[src/design/assert_macros.svh]
// Assertion macros used by the result sequencer (utf8d_back).
`ifndef ASSERT_MACROS_SVH
`define ASSERT_MACROS_SVH

// Clocked property, disabled while in reset.
`define UTF8D_ASSERT(lbl, prop, msg) \
  lbl: assert property (@(posedge clk) disable iff (!rst_n) (prop)) else $error(msg);

// Antecedent in the same cycle implies consequent.
`define UTF8D_ASSERT_IMPL(lbl, ante, cons, msg) \
  `UTF8D_ASSERT(lbl, (ante) |-> (cons), msg)

// Antecedent implies consequent in the next cycle.
`define UTF8D_ASSERT_NEXT(lbl, ante, cons, msg) \
  `UTF8D_ASSERT(lbl, (ante) |=> (cons), msg)

`endif

[src/design/utf8d_pkg.sv]
// Types and constants shared by the UTF-8 stream decoder modules.
`timescale 1ns / 1ps
package utf8d_pkg;

  localparam logic [20:0] REPL_CP   = 21'h00FFFD;
  localparam int          JOB_DEPTH = 4;
  localparam int          JOB_PTR_W = $clog2(JOB_DEPTH);
  localparam int          JOB_CNT_W = $clog2(JOB_DEPTH + 1);
  localparam logic [2:0]  MAX_RESULTS = 3'd4;

  typedef struct packed {
    logic [7:0] byte_value;
    logic       text_end;
  } in_item_t;

  typedef struct packed {
    logic [20:0] code_point;
    logic        bad_sequence;
    logic        run_last;
    logic        text_last;
    logic        text_valid;
  } out_item_t;

  // One classified byte: nrep bad replacements, then an optional tail result.
  typedef struct packed {
    logic [2:0]  nrep;
    logic        tail;
    logic [20:0] tail_cp;
    logic        tail_bad;
    logic        text_end;
    logic        text_valid;
  } job_t;

  typedef struct packed {
    logic full;
    logic empty;
  } job_q_status_t;

endpackage

[src/design/utf8d_front.sv]
// Front end: accepts bytes, tracks the open sequence and builds result jobs.
`timescale 1ns / 1ps
module utf8d_front (
  input  logic               clk,
  input  logic               rst_n,
  input  logic               in_push,
  input  utf8d_pkg::in_item_t in_item,
  input  logic               job_full,
  output logic               job_push,
  output utf8d_pkg::job_t    job
);
  import utf8d_pkg::*;

  logic [1:0]  need_r, need_nxt;
  logic [1:0]  held_r, held_nxt;
  logic [20:0] part_r, part_nxt;
  logic        err_r, err_nxt;

  logic        accept;
  logic [7:0]  b;
  logic        fin;
  logic [20:0] new_part;
  logic [1:0]  need_dec;
  logic [2:0]  held_inc;
  logic        fresh;
  logic [2:0]  nrep;
  logic        tail;
  logic [20:0] tail_cp;
  logic        tail_bad;
  logic        fail_now;

  function automatic logic cp_ok(input logic [20:0] cp, input logic [1:0] len_m1);
    logic ok;
    ok = 1'b1;
    if (cp >= 21'h00D800 && cp <= 21'h00DFFF) ok = 1'b0;
    if (cp > 21'h10FFFF) ok = 1'b0;
    if (len_m1 == 2'd1 && cp < 21'h000080) ok = 1'b0;
    if (len_m1 == 2'd2 && cp < 21'h000800) ok = 1'b0;
    if (len_m1 == 2'd3 && cp < 21'h010000) ok = 1'b0;
    return ok;
  endfunction

  assign accept   = in_push && !job_full;
  assign b        = in_item.byte_value;
  assign fin      = in_item.text_end;
  assign new_part = {part_r[14:0], b[5:0]};
  assign need_dec = need_r - 2'd1;
  assign held_inc = {1'b0, held_r} + 3'd1;

  always_comb begin
    need_nxt = need_r;
    held_nxt = held_r;
    part_nxt = part_r;
    fresh    = 1'b0;
    nrep     = 3'd0;
    tail     = 1'b0;
    tail_cp  = REPL_CP;
    tail_bad = 1'b0;

    if (need_r == 2'd0) begin
      fresh = 1'b1;
    end else if (b[7:6] == 2'b10) begin
      if (need_dec == 2'd0) begin
        if (cp_ok(new_part, held_r)) begin
          tail    = 1'b1;
          tail_cp = new_part;
        end else begin
          nrep = held_inc;
        end
        need_nxt = 2'd0;
        held_nxt = 2'd0;
        part_nxt = '0;
      end else if (fin) begin
        nrep     = held_inc;
        need_nxt = 2'd0;
        held_nxt = 2'd0;
        part_nxt = '0;
      end else begin
        need_nxt = need_dec;
        held_nxt = held_inc[1:0];
        part_nxt = new_part;
      end
    end else begin
      // broken sequence: replay held bytes, then decode this byte afresh
      nrep     = {1'b0, held_r};
      need_nxt = 2'd0;
      held_nxt = 2'd0;
      part_nxt = '0;
      fresh    = 1'b1;
    end

    if (fresh) begin
      if (b < 8'h80) begin
        tail    = 1'b1;
        tail_cp = {13'd0, b};
      end else if (b < 8'hC2 || b >= 8'hF5 || fin) begin
        tail     = 1'b1;
        tail_bad = 1'b1;
      end else begin
        held_nxt = 2'd1;
        if (b < 8'hE0) begin
          need_nxt = 2'd1;
          part_nxt = {16'd0, b[4:0]};
        end else if (b < 8'hF0) begin
          need_nxt = 2'd2;
          part_nxt = {17'd0, b[3:0]};
        end else begin
          need_nxt = 2'd3;
          part_nxt = {18'd0, b[2:0]};
        end
      end
    end

    if (fin) begin
      need_nxt = 2'd0;
      held_nxt = 2'd0;
      part_nxt = '0;
    end
  end

  assign fail_now = err_r || (nrep != 3'd0) || tail_bad;
  assign err_nxt  = fin ? 1'b0 : fail_now;

  assign job_push       = accept && ((nrep != 3'd0) || tail);
  assign job.nrep       = nrep;
  assign job.tail       = tail;
  assign job.tail_cp    = tail_cp;
  assign job.tail_bad   = tail_bad;
  assign job.text_end   = fin;
  assign job.text_valid = !fail_now;

  always_ff @(posedge clk) begin
    if (!rst_n) begin
      need_r <= 2'd0;
      held_r <= 2'd0;
      part_r <= '0;
      err_r  <= 1'b0;
    end else if (accept) begin
      need_r <= need_nxt;
      held_r <= held_nxt;
      part_r <= part_nxt;
      err_r  <= err_nxt;
    end
  end

endmodule

[src/design/utf8d_job_fifo.sv]
// Short job queue between the front end and the result sequencer.
`timescale 1ns / 1ps
module utf8d_job_fifo (
  input  logic                    clk,
  input  logic                    rst_n,
  input  logic                    push,
  input  utf8d_pkg::job_t         push_job,
  input  logic                    pop,
  output utf8d_pkg::job_t         head_job,
  output utf8d_pkg::job_q_status_t status
);
  import utf8d_pkg::*;

  job_t                 slots_r [JOB_DEPTH];
  logic [JOB_PTR_W-1:0] wr_ptr_r, wr_ptr_nxt;
  logic [JOB_PTR_W-1:0] rd_ptr_r, rd_ptr_nxt;
  logic [JOB_CNT_W-1:0] count_r, count_nxt;
  logic                 do_push;
  logic                 do_pop;

  assign status.full  = (count_r == JOB_CNT_W'(JOB_DEPTH));
  assign status.empty = (count_r == '0);
  assign do_push      = push && !status.full;
  assign do_pop       = pop && !status.empty;
  assign head_job     = slots_r[rd_ptr_r];

  always_comb begin
    wr_ptr_nxt = wr_ptr_r;
    rd_ptr_nxt = rd_ptr_r;
    count_nxt  = count_r;
    if (do_push) begin
      wr_ptr_nxt = (wr_ptr_r == JOB_PTR_W'(JOB_DEPTH - 1)) ? '0 : wr_ptr_r + 1'b1;
    end
    if (do_pop) begin
      rd_ptr_nxt = (rd_ptr_r == JOB_PTR_W'(JOB_DEPTH - 1)) ? '0 : rd_ptr_r + 1'b1;
    end
    if (do_push && !do_pop) begin
      count_nxt = count_r + 1'b1;
    end else if (do_pop && !do_push) begin
      count_nxt = count_r - 1'b1;
    end
  end

  always_ff @(posedge clk) begin
    if (!rst_n) begin
      wr_ptr_r <= '0;
      rd_ptr_r <= '0;
      count_r  <= '0;
    end else begin
      wr_ptr_r <= wr_ptr_nxt;
      rd_ptr_r <= rd_ptr_nxt;
      count_r  <= count_nxt;
    end
  end

  always_ff @(posedge clk) begin
    if (do_push) begin
      slots_r[wr_ptr_r] <= push_job;
    end
  end

endmodule

[src/design/utf8d_back.sv]
// Result sequencer: expands the head job into one result per transaction.
`timescale 1ns / 1ps
`include "assert_macros.svh"
module utf8d_back (
  input  logic                 clk,
  input  logic                 rst_n,
  input  utf8d_pkg::job_t      head_job,
  input  logic                 job_empty,
  output logic                 job_pop,
  output logic                 out_empty,
  input  logic                 out_pop,
  output utf8d_pkg::out_item_t out_item
);
  import utf8d_pkg::*;

  logic [1:0] idx_r, idx_nxt;
  logic [2:0] total;
  logic       last;
  logic       take;

  assign total = head_job.nrep + {2'd0, head_job.tail};
  assign last  = ({1'b0, idx_r} == total - 3'd1);
  assign take  = out_pop && !job_empty;

  assign out_empty = job_empty;
  assign job_pop   = take && last;

  always_comb begin
    if ({1'b0, idx_r} < head_job.nrep) begin
      out_item.code_point   = REPL_CP;
      out_item.bad_sequence = 1'b1;
    end else begin
      out_item.code_point   = head_job.tail_cp;
      out_item.bad_sequence = head_job.tail_bad;
    end
    out_item.run_last   = last;
    out_item.text_last  = last && head_job.text_end;
    out_item.text_valid = last && head_job.text_end && head_job.text_valid;
  end

  always_comb begin
    idx_nxt = idx_r;
    if (take) begin
      idx_nxt = last ? 2'd0 : idx_r + 2'd1;
    end
  end

  always_ff @(posedge clk) begin
    if (!rst_n) begin
      idx_r <= 2'd0;
    end else begin
      idx_r <= idx_nxt;
    end
  end

  `UTF8D_ASSERT_IMPL(a_job_size, !job_empty, total != 3'd0 && total <= MAX_RESULTS, "bad job size")
  `UTF8D_ASSERT_IMPL(a_idx_range, !job_empty, {1'b0, idx_r} < total, "result index past job")
  `UTF8D_ASSERT_NEXT(a_job_held, take && !last, !job_empty && idx_r != 2'd0, "job lost mid-run")

endmodule

[src/design/utf8_stream_decoder_top.sv]
// Top level of the UTF-8 stream decoder with replacement.
`timescale 1ns / 1ps
// Input queue side: drive in_item (byte_value, text_end) with in_push; a byte
// is taken on a clock edge with in_push high and in_full low. Mark the last
// byte of each text with text_end.
// Result queue side: while out_empty is low, out_item holds the oldest result
// (code_point, bad_sequence, run_last, text_last, text_valid); it is taken on
// a clock edge with out_pop high. Each byte gives 0 to 4 results; run_last
// flags the last one of a byte, text_last and text_valid mark the end of text.
// A byte's results reach out_item once the jobs ahead of it are popped.
// Throughput: one byte per cycle while each byte yields at most one result
// and out_pop stays high; a byte yielding N results busies the result side
// until the sequencer, emitting one result per cycle while out_pop is high,
// has sent them all. A 4-entry job queue absorbs these bursts before in_full
// rises. A stalled result side fills the job queue, then in_full stays high
// until the head job's last result is popped. Synchronous reset (rst_n low)
// empties the queue and closes any open sequence and text.
module utf8_stream_decoder_top (
  input  logic                 clk,
  input  logic                 rst_n,
  input  logic                 in_push,
  output logic                 in_full,
  input  utf8d_pkg::in_item_t  in_item,
  output logic                 out_empty,
  input  logic                 out_pop,
  output utf8d_pkg::out_item_t out_item
);
  import utf8d_pkg::*;

  job_t          push_job;
  job_t          head_job;
  logic          job_push;
  logic          job_pop;
  job_q_status_t q_status;

  assign in_full = q_status.full;

  utf8d_front u_front (
    .clk      (clk),
    .rst_n    (rst_n),
    .in_push  (in_push),
    .in_item  (in_item),
    .job_full (q_status.full),
    .job_push (job_push),
    .job      (push_job)
  );

  utf8d_job_fifo u_fifo (
    .clk      (clk),
    .rst_n    (rst_n),
    .push     (job_push),
    .push_job (push_job),
    .pop      (job_pop),
    .head_job (head_job),
    .status   (q_status)
  );

  utf8d_back u_back (
    .clk       (clk),
    .rst_n     (rst_n),
    .head_job  (head_job),
    .job_empty (q_status.empty),
    .job_pop   (job_pop),
    .out_empty (out_empty),
    .out_pop   (out_pop),
    .out_item  (out_item)
  );

endmodule
[config.mk]
export PLATFORM = sky130hd
export DESIGN_NAME = utf8_stream_decoder_top
export DESIGN_NICKNAME = d
export VERILOG_FILES = /design/src/design/utf8d_pkg.sv /design/src/design/utf8d_front.sv /design/src/design/utf8d_job_fifo.sv /design/src/design/utf8d_back.sv /design/src/design/utf8_stream_decoder_top.sv
export VERILOG_INCLUDE_DIRS = /design/src /design/src/design
export SDC_FILE = /design/constraint.sdc
export NUM_CORES = 1
export LEC_CHECK = 0
export BUFFER_PORTS_ARGS = -buffer_cell sky130_fd_sc_hd__buf_2
export CAP_MARGIN = 20
export CORE_MARGIN = 10
export CORE_UTILIZATION = 52
export CTS_BUF_LIST = sky130_fd_sc_hd__clkbuf_16
export CTS_CLUSTER_DIAMETER = 100
export CTS_CLUSTER_SIZE = 16
export DETAILED_ROUTE_END_ITERATION = 12
export PLACE_DENSITY = 0.69
export SETUP_SLACK_MARGIN = 0.4
export SYNTH_ARGS = -nofsm -noshare
export SYNTH_HDL_FRONTEND = slang
export SYNTH_SLANG_ARGS = --single-unit
[constraint.sdc]
create_clock -name clk -period 4.2 [get_ports clk]
set_input_delay 0.63 -clock clk [delete_from_list [all_inputs] [get_ports clk]]
set_output_delay 0.63 -clock clk [all_outputs]
set_load 0.005 [all_outputs]
==> flow_metrics.tcl, run 1 <==
set metrics [dict create \
    postCtsSetupBuffers 0 \
    via_count 3702 \
    vias_per_cell 5.89 \
    root_buffer "clkbuf_16" \
    yosys_warnings 0 \
    synth_edf_count 112 \
    tightest_slew_ns 0.940 \
    ff_latch_area_mm2 0.00399 \
    remaining_drc_errors 0 \
    clk-insertion-delay-late_ns 0.42 \
    synth_cell_type_count 52 \
    peakVddDrop_uv 301 \
    ys_seq_area_frac 0.643 \
    gp_congestion 0.883 \
    synthCells 421 \
    die_w_um 129 \
    leakagePower_nw 2.52 \
    min_from "u_front.err_r$_SDFFE_PN0P_" \
    grt_use_total 0.159 \
    die-area_mm2 0.0167 \
    drv_cap 0 \
    io_pins 40 \
    antenna_found_initial 1 \
    start_kind "flip-flop" \
    placed_area_mm2 0.00658 \
    floorplan.core_area_mm2 0.0115 \
    path_cells "buf_4 > mux4_2 > inv_1 > ha_1 > xnor2_1 > nor3_4 > and3_1 > buf_2" \
    tns_ns 0 \
    yosysTopAreaCell "edfxtp_1" \
    grt_pass1_wl_um 20300 \
    final_util 0.622 \
    slew_violations 0 \
    p_sw_frac 0.251 \
    outcome "finished clean" \
    critical_path_required_ns 3.57 \
    synth-main-ff-cell "edfxtp_1" \
    clk_pin_slew_ns 0.06 \
    final_common_cell "edfxtp_1" \
    drt_iter0_markers 393 \
    synth_area_per_cell_um2 14.7 \
    ant_nets 0 \
    layout_common_cells "edfxtp_1 (112), buf_2 (39), nor2_1 (36)" \
    io_buffers 39 \
    area_growth_pct 15.7 \
    internal_power_mw 3.01 \
    yosys.area.top_type_share 0.543 \
    multi_input_area_mm2 0.00205 \
    cts_tree "done" \
    start_util 0.538 \
    crit_fanout 13 \
    grt_pass1_vias 3830 \
    firstDrtPassIters 5 \
    syn_nets 449 \
    clock_power_share 0.372 \
    grt_start_max_net_pins 32 \
    stdcell_area_mm2 0.00717 \
    wirelength_um 12600 \
    antenna_cells 0 \
    num_rows 39 \
    finalCritPeriodShare 0.817 \
    cts_resized 0 \
    critPathArrivalTime_ns 2.80 \
    power_frac_seq 0.435 \
    numCtsBuffers 17 \
    numClockSinks 143 \
    async_flop_share 0 \
    hold_viol 0 \
    crit_path_max_incr_delay_ns 0.53 \
    nNetsFinal 500 \
    holdBufCountCts 0 \
    syn-cell-area_mm2 0.00619 \
    die-height_um 129 \
    fin_crit_ns 3.43 \
    htree_levels 4 \
    timing.hold.worst.class "reg -> reg" \
    dp_hpwl_um 8330 \
    power_switching_mw 1.01 \
    critical_path_class "reg -> out" \
    crit_path_top_delay_cell "mux4_2" \
    power_density_mw_per_mm2 560 \
    worst_clock_skew_ns 0.00983 \
    synth_seq_cells 143 \
    cts_max_path_buffers 2 \
    num-fill-cells 860 \
    pwr-share-comb 0.193 \
    wl_per_cell_um 20.1 \
    gr-total-overflow 0 \
    finalSetupViolCount 0 \
    max_freq_mhz 291 \
    relSlewSlack 0.369 \
    synthTopCellsByArea "edfxtp_1 (54%), dfxtp_1 (10%), mux4_2 (8.7%)" \
    hold_slack_ns 0.493 \
    rsz0062_at_grt "no" \
    drive_gt1_frac 0.219 \
    worst_setup_path_end_kind "primary output" \
]
-- logic make-up after synthesis --
| logic type | synth area share |
|---|---|
| adder cells (fa/ha/maj) | 0.0315 |
| flip-flops | 0.643 |
| XOR/XNOR | 0.00707 |
| AND/OR/NAND/NOR | 0.118 |
| multiplexers | 0.112 |
| buffers and inverters | 0.0257 |
| AO/OA/AOI/OAI | 0.0614 |
-- critical path: cells and delay by family (launching register included) --
kind	cells	cell delay, ns
flip-flops	1	0.37
multiplexers	1	0.53
adder cells (fa/ha/maj)	1	0.25
XOR/XNOR	1	0.16
buffers and inverters	3	0.51
AND/OR/NAND/NOR	2	0.55
-- per-stage QoR --
stage                     power [mW]  setup slack [ns]  cells
final                           4.02             0.769    628
after global routing            4.20             0.473    628
after CTS                       4.05             0.707    628
after detailed placement        2.56             0.639    596
after global placement          2.54             0.809    596
after floorplan                 2.29             0.473    421
-- power by group through the flow --
stage          clock (mW)  sequential (mW)  combinational (mW)
2_1_floorplan           0             1.76               0.533
3_3_place_gp            0             1.77               0.769
3_5_place_dp            0             1.78               0.786
4_1_cts              1.51             1.75               0.793
5_1_grt              1.58             1.76               0.861
6_report             1.49             1.75               0.774
-- layout make-up --
type,count,share of cell area
Clock buffer,17,0.0594
Sequential cell,143,0.556
Multi-Input combinational cell,239,0.286
Clock inverter,15,0.0229
Timing Repair Buffer,52,0.0409
Inverter,19,0.00995
Tap cell,143,0.0250
-- path summary, 6_finish.rpt --
check,cells after the start,end,slack (ns)
max,8,out_item[0],0.77
min,2,u_front.err_r$_SDFFE_PN0P_,0.49
max reg2reg,13,u_fifo.count_r[2]$_SDFFE_PN0P_,0.78
min reg2reg,2,u_front.err_r$_SDFFE_PN0P_,0.49
-- Yosys cell counts, types with 4 or more instances --
cell and instances:
and2_1 8, nor2_1 36, nand2b_1 9, mux4_1 4, dfxtp_1 31, nor2b_1 28, clkbuf_1 15, edfxtp_1 112
a21boi_0 4, or3_1 22, ha_1 14, nand2_1 12, a22oi_1 15, mux4_2 24, a21oi_1 8, o21ai_0 8
inv_1 18, mux2i_1 5
-- flip-flops by register name, indices dropped and copies added, names as in the netlist, named ones only --
signal and flops:
u_front.err_r 1, u_back.idx_r 2, u_fifo.wr_ptr_r 2, u_front.part_r 15, u_fifo.slots_r 112, u_front.held_r 2, u_front.need_r 2, u_fifo.count_r 3
u_fifo.rd_ptr_r 2
-- layer usage --
layer	up-vias	track usage	share of wire
met1	1857	0.200	0.43
met3	17	0.0457	0.068
met4	2	0.0662	0.016
met2	123	0.256	0.48
li1	1703	-	-
met5	-	0	0.00087
Note: power is estimated with default switching activity, not from simulation.
==> inputs of run 2 (changes only) <==
- ABC_AREA: not set -> 1
- PLACE_DENSITY: 0.69 -> 0.72
- clock period: 4.2 -> 2.78 ns (I/O delays scaled with it)
==> run 2 against run 1 <==
First-iteration DRC count up 32%. Combinational power is 98% higher. Hold slack worse by 0.20 ns. Critical path depth grew 2. Non-clock buffer count increased by 19. Total power increased by 57%. Clock power rose by 46%. Die area is 2.7% higher.
==> flow_metrics.tcl, run 2 <==
set metrics [dict create \
    slew_violations 0 \
    die-height_um 131 \
    async_flop_share 0 \
    hold_slack_ns 0.289 \
    cts_tree "done" \
    die-area_mm2 0.0171 \
    io_buffers 39 \
    worst_setup_path_end_kind "primary output" \
    critical_path.top_delay_family "compound AO/OA/AOI/OAI gates" \
    dp_hpwl_um 9850 \
    drive_gt1_frac 0.231 \
    numClockSinks 143 \
    grt_start_max_net_pins 29 \
    die_w_um 131 \
    tightest_slew_ns 0.814 \
    crit_path_max_incr_delay_ns 0.37 \
    cts_max_path_buffers 2 \
    power_density_mw_per_mm2 814 \
    wirelength_um 15700 \
    finalCritPeriodShare 0.989 \
    via_count 4895 \
    area_growth_pct 21.5 \
    leakagePower_nw 2.85 \
    max_freq_mhz 364 \
    fin_crit_ns 2.75 \
    crit_buf_inv 2 \
    num-fill-cells 900 \
    grt_use_total 0.189 \
    synth_commonest_cells "edfxtp_1 (112), nor2_1 (101), nand2_1 (77), o21ai_0 (73), inv_1 (48)" \
    num_rows 40 \
    holdBufCountCts 0 \
    final_common_cell "edfxtp_1" \
    yosys.area.top_type_share 0.527 \
    path_cells "buf_6 > nand2_2 > a32o_2 > ha_4 > ha_4 > xnor2_1 > nor2_1 > nand2_2 > a211oi_2 > buf_2" \
    yosys_warnings 0 \
    rsz0062_at_grt "yes" \
    drv_cap 0 \
    io_pins 40 \
    hold_viol 0 \
    stdcell_count 844 \
    synth_seq_cells 143 \
    synth_area_per_cell_um2 10.3 \
    power_frac_seq 0.415 \
    internal_power_mw 4.46 \
    synthCells 621 \
    finalSetupViolCount 0 \
    ys_seq_area_frac 0.624 \
    clock_power_share 0.344 \
    pre_cts_ws_ns 0.0484 \
    critical_path_required_ns 2.36 \
    layout_common_cells "edfxtp_1 (112), nor2_1 (97), nand2_1 (72)" \
    numCtsBuffers 17 \
    clk_pin_slew_ns 0.06 \
    start_util 0.532 \
    htree_levels 4 \
    power_switching_mw 1.87 \
    syn-cell-area_mm2 0.00639 \
    root_buffer "clkbuf_16" \
    firstDrtPassIters 5 \
    fin_ws_ns 0.0293 \
    antenna_cells 0 \
    p_sw_frac 0.295 \
    remaining_drc_errors 0 \
    crit_path_top_delay_cell "dfxtp_4" \
    critPathArrivalTime_ns 2.33 \
    top_regs "u_fifo.slots_r x112, u_front.part_r x15, u_fifo.count_r x3" \
    vias_per_cell 5.80 \
    yosysTopAreaCell "edfxtp_1" \
    start_kind "flip-flop" \
    gr-total-overflow 0 \
    pwr-share-comb 0.241 \
    peakVddDrop_uv 559 \
    worst_clock_skew_ns 0.00578 \
    place_inst 798 \
    synth_edf_count 112 \
    ant_nets 0 \
    syn_nets 649 \
    drt_iter0_markers 520 \
    crit_fanout 8 \
    critical_path_class "reg -> out" \
    relSlewSlack 0.457 \
    finalPower_mw 6.32 \
    floorplan.core_area_mm2 0.0120 \
    outcome "finished clean" \
    nNetsFinal 712 \
    synth-main-ff-cell "edfxtp_1" \
    antenna_found_initial 0 \
    grt_pass1_vias 4916 \
    wl_per_cell_um 18.6 \
    synth_cell_type_count 35 \
    ff_latch_area_mm2 0.00399 \
    clk-insertion-delay-late_ns 0.42 \
    grt_pass1_wl_um 25100 \
    max_flop_register "u_fifo.slots_r" \
    synthTopCellsByArea "edfxtp_1 (53%), dfxtp_1 (9.7%), nor2_1 (5.9%)" \
    gp_congestion 0.936 \
    synth_most_common_cell "edfxtp_1" \
    largest_register_ffs 112 \
    multi_input_area_mm2 0.00220 \
    timing.hold.worst.class "in -> reg" \
]
run 2: final cells by class:
type	count	area share
Inverter	59	0.0305
Sequential cell	143	0.514
Clock buffer	17	0.0548
Clock inverter	15	0.0187
Tap cell	147	0.0237
Multi-Input combinational cell	392	0.284
Timing Repair Buffer	71	0.0741
run 2: repair_timing:
| item | in CTS | in global routing |
|---|---|---|
| cloned | 0 | 3 |
| setup buffers | 5 | 6 |
| resized for setup | 22 | 18 |
| pin swaps | 3 | 7 |
| endpoints found under the setup margin | 28 | 140 |
run 2: stage by stage:
stage / utilization / area, µm² / TNS [ns]
after detailed placement: 0.573 / 6880 / 0
after floorplan: - / 6520 / 0
final: 0.646 / 7760 / 0
after global placement: 0.573 / 6880 / 0
after global routing: 0.646 / 7760 / -0.827
after CTS: 0.632 / 7590 / 0
run 2: final timing paths:
path                                   start                               to  slack (ns)  cells past startpoint
max reg2reg                        flip-flop   u_fifo.count_r[2]$_SDFFE_PN0P_        0.06                     17
min reg2reg  u_front.part_r[14]$_SDFFE_PN0P_  u_front.part_r[14]$_SDFFE_PN0P_        0.48                      2
max                                flip-flop                      out_item[0]        0.03                     10
min                                    rst_n  u_fifo.wr_ptr_r[1]$_SDFFE_PN0P_        0.29                      3
run 2: cell families after synthesis:
logic type / Yosys count / synth area share
compound gates: 154 / 0.138
simple gates: 219 / 0.148
buf+inv: 86 / 0.0543
flops: 143 / 0.624
xor+xnor: 4 / 0.00549
fa+ha+maj: 15 / 0.0306
run 2: worst reg2reg max path, cell delays in order, from the launching register on:
cell and delay (ns):
dfxtp_4 0.37, buf_6 0.13, nand2_2 0.05, a32o_2 0.29
ha_4 0.17, ha_4 0.23, xnor2_1 0.15, nor2_1 0.07
nand2_2 0.13, inv_4 0.07, nand2_4 0.07, ha_4 0.13
inv_4 0.03, fa_2 0.34, a21oi_2 0.12, o21ai_1 0.08
o21ai_1 0.12, a21oi_1 0.05
run 2: routing by layer:
layer | vias up | GRT usage | part of all wire
li1 | 2296 | - | -
met2 | 195 | 0.301 | 0.48
met3 | 33 | 0.0427 | 0.067
met1 | 2371 | 0.245 | 0.43
met4 | 0 | 0.0785 | 0.020
met5 | - | 0 | 0
run 2: power groups by stage:
| stage | sequential, mW | clock (mW) | combinational [mW] |
|---|---|---|---|
| floorplan | 2.64 | 0 | 0.870 |
| global placement | 2.65 | 0 | 1.25 |
| detailed placement | 2.66 | 0 | 1.29 |
| CTS | 2.62 | 2.20 | 1.46 |
| global route | 2.64 | 2.29 | 1.69 |
| finish | 2.62 | 2.18 | 1.53 |
==> inputs of run 3 (changes only) <==
- CTS_BUF_LIST: sky130_fd_sc_hd__clkbuf_16 -> sky130_fd_sc_hd__clkbuf_8
- RECOVER_POWER: not set -> 25
==> run 3 against run 2 <==
First-iteration DRC count decreased by 5.6%. Largest cell class unchanged. Final cell count unchanged. Wire length shrank 1.1%. Largest power group unchanged. Sequential power about the same. Clock-buffer cell count is the same.
==> flow_metrics.tcl, run 3 (synthesized netlist as in run 2, its figures left out) <==
set metrics [dict create \
    outcome "finished clean" \
    io_buffers 39 \
    tightest_slew_ns 0.936 \
    final_util 0.626 \
    max_flop_register "u_fifo.slots_r" \
    ff_latch_area_mm2 0.00399 \
    wirelength_um 15600 \
    power_density_mw_per_mm2 759 \
    crit_fanout 8 \
    drv_cap 0 \
    antenna_found_initial 0 \
    max_freq_mhz 361 \
    leakagePower_nw 2.72 \
    root_buffer "clkbuf_8" \
    worst_setup_path_end_kind "primary output" \
    remaining_drc_errors 0 \
    firstDrtPassIters 5 \
    wl_per_cell_um 18.4 \
    cts_max_path_buffers 2 \
    die_w_um 131 \
    floorplan.core_area_mm2 0.0120 \
    ant_nets 0 \
    drt_iter0_markers 491 \
    peakVddDrop_uv 352 \
    via_count 4923 \
    finalPower_mw 5.71 \
    clk-insertion-delay-late_ns 0.45 \
    vias_per_cell 5.83 \
    numClockSinks 143 \
    num_rows 40 \
    numCtsBuffers 17 \
    dp_hpwl_um 9850 \
    finalCritPeriodShare 0.997 \
    critical_path_required_ns 2.36 \
    drive_gt1_frac 0.211 \
    gr-total-overflow 0 \
    start_kind "flip-flop" \
    fin_ws_ns 0.00705 \
    grt_pass1_vias 4876 \
    place_inst 798 \
    largest_register_ffs 112 \
    grt_start_max_net_pins 29 \
    die-height_um 131 \
    clk_pin_slew_ns 0.07 \
    start_util 0.532 \
    critPathArrivalTime_ns 2.36 \
    slew_violations 0 \
    rsz0062_at_grt "yes" \
    holdBufCountCts 0 \
    hold_slack_ns 0.259 \
    placed_area_mm2 0.00688 \
    finalSetupViolCount 0 \
    area_growth_pct 17.7 \
    stdcell_area_mm2 0.00752 \
    num-fill-cells 938 \
    antenna_cells 0 \
    gp_congestion 0.936 \
    critical_path_class "reg -> out" \
    multi_input_area_mm2 0.00217 \
    top_regs "u_fifo.slots_r x112, u_front.part_r x15, u_fifo.count_r x3" \
    grt_use_total 0.185 \
    final_common_cell "edfxtp_1" \
    nNetsFinal 712 \
    cts_tree "done" \
    layout_common_cells "edfxtp_1 (112), nor2_1 (100), nand2_1 (76)" \
    tns_ns 0 \
    worst_clock_skew_ns 0.00748 \
    hold_viol 0 \
    timing.hold.worst.class "in -> reg" \
    stdcell_count 844 \
    relSlewSlack 0.376 \
    die-area_mm2 0.0171 \
    grt_pass1_wl_um 24600 \
    io_pins 40 \
    pre_cts_ws_ns 0.0484 \
    fin_crit_ns 2.77 \
    htree_levels 4 \
]
-- run 3: cell types whose count changed in the layout (fill, tap and decap cells not counted), sizes merged --
cell	change
clkbuf	+6
buf	-6
-- run 3: worst paths after layout --
kind	startpoint	end	slack (ns)	cells past startpoint
setup / recovery	flip-flop	out_item[0]	0.007	10
hold / removal	rst_n	u_fifo.wr_ptr_r[1]$_SDFFE_PN0P_	0.26	3
setup reg to reg	flip-flop	u_fifo.count_r[2]$_SDFFE_PN0P_	0.04	17
hold reg to reg	u_front.part_r[14]$_SDFFE_PN0P_	u_front.part_r[14]$_SDFFE_PN0P_	0.48	2
-- run 3: where the power goes --
group	leakage [nW]	switching [mW]	total (mW)	internal, mW
logic	1.26	0.913	1.51	0.599
registers	1.28	0.0916	2.62	2.53
clock network	0.185	0.789	1.58	0.787
total	2.72	1.79	5.71	3.91
-- run 3: cell type report --
cell class,instances,share of cell area
flip-flops and latches,143,0.531
clock buffers,17,0.0311
clock inverters,15,0.0193
repair buffers,71,0.0739
multi-input cells,392,0.289
inverters,59,0.0311
well taps,147,0.0245
-- run 3: critical path: stages (launching register included) --
cell,delay (ns)
dfxtp_4,0.38
buf_6,0.13
nand2_2,0.05
a32o_2,0.29
ha_4,0.17
ha_4,0.23
xnor2_1,0.12
nor2_1,0.13
nand2_2,0.12
a211oi_2,0.16
buf_2,0.14
-- run 3: layer usage --
metal / up-vias / track usage / share of wire
li1: 2287 / - / -
met5: - / 0 / 0
met3: 31 / 0.0411 / 0.073
met4: 0 / 0.0844 / 0.021
met1: 2400 / 0.244 / 0.43
met2: 205 / 0.288 / 0.47
-- run 3: repair_timing --
item / 4_1_cts / 5_1_grt
setup buffers: 2 / 9
gates cloned: 0 / 3
setup endpoints to repair: 28 / 140
pin swaps: 2 / 8
gates resized for setup: 21 / 22
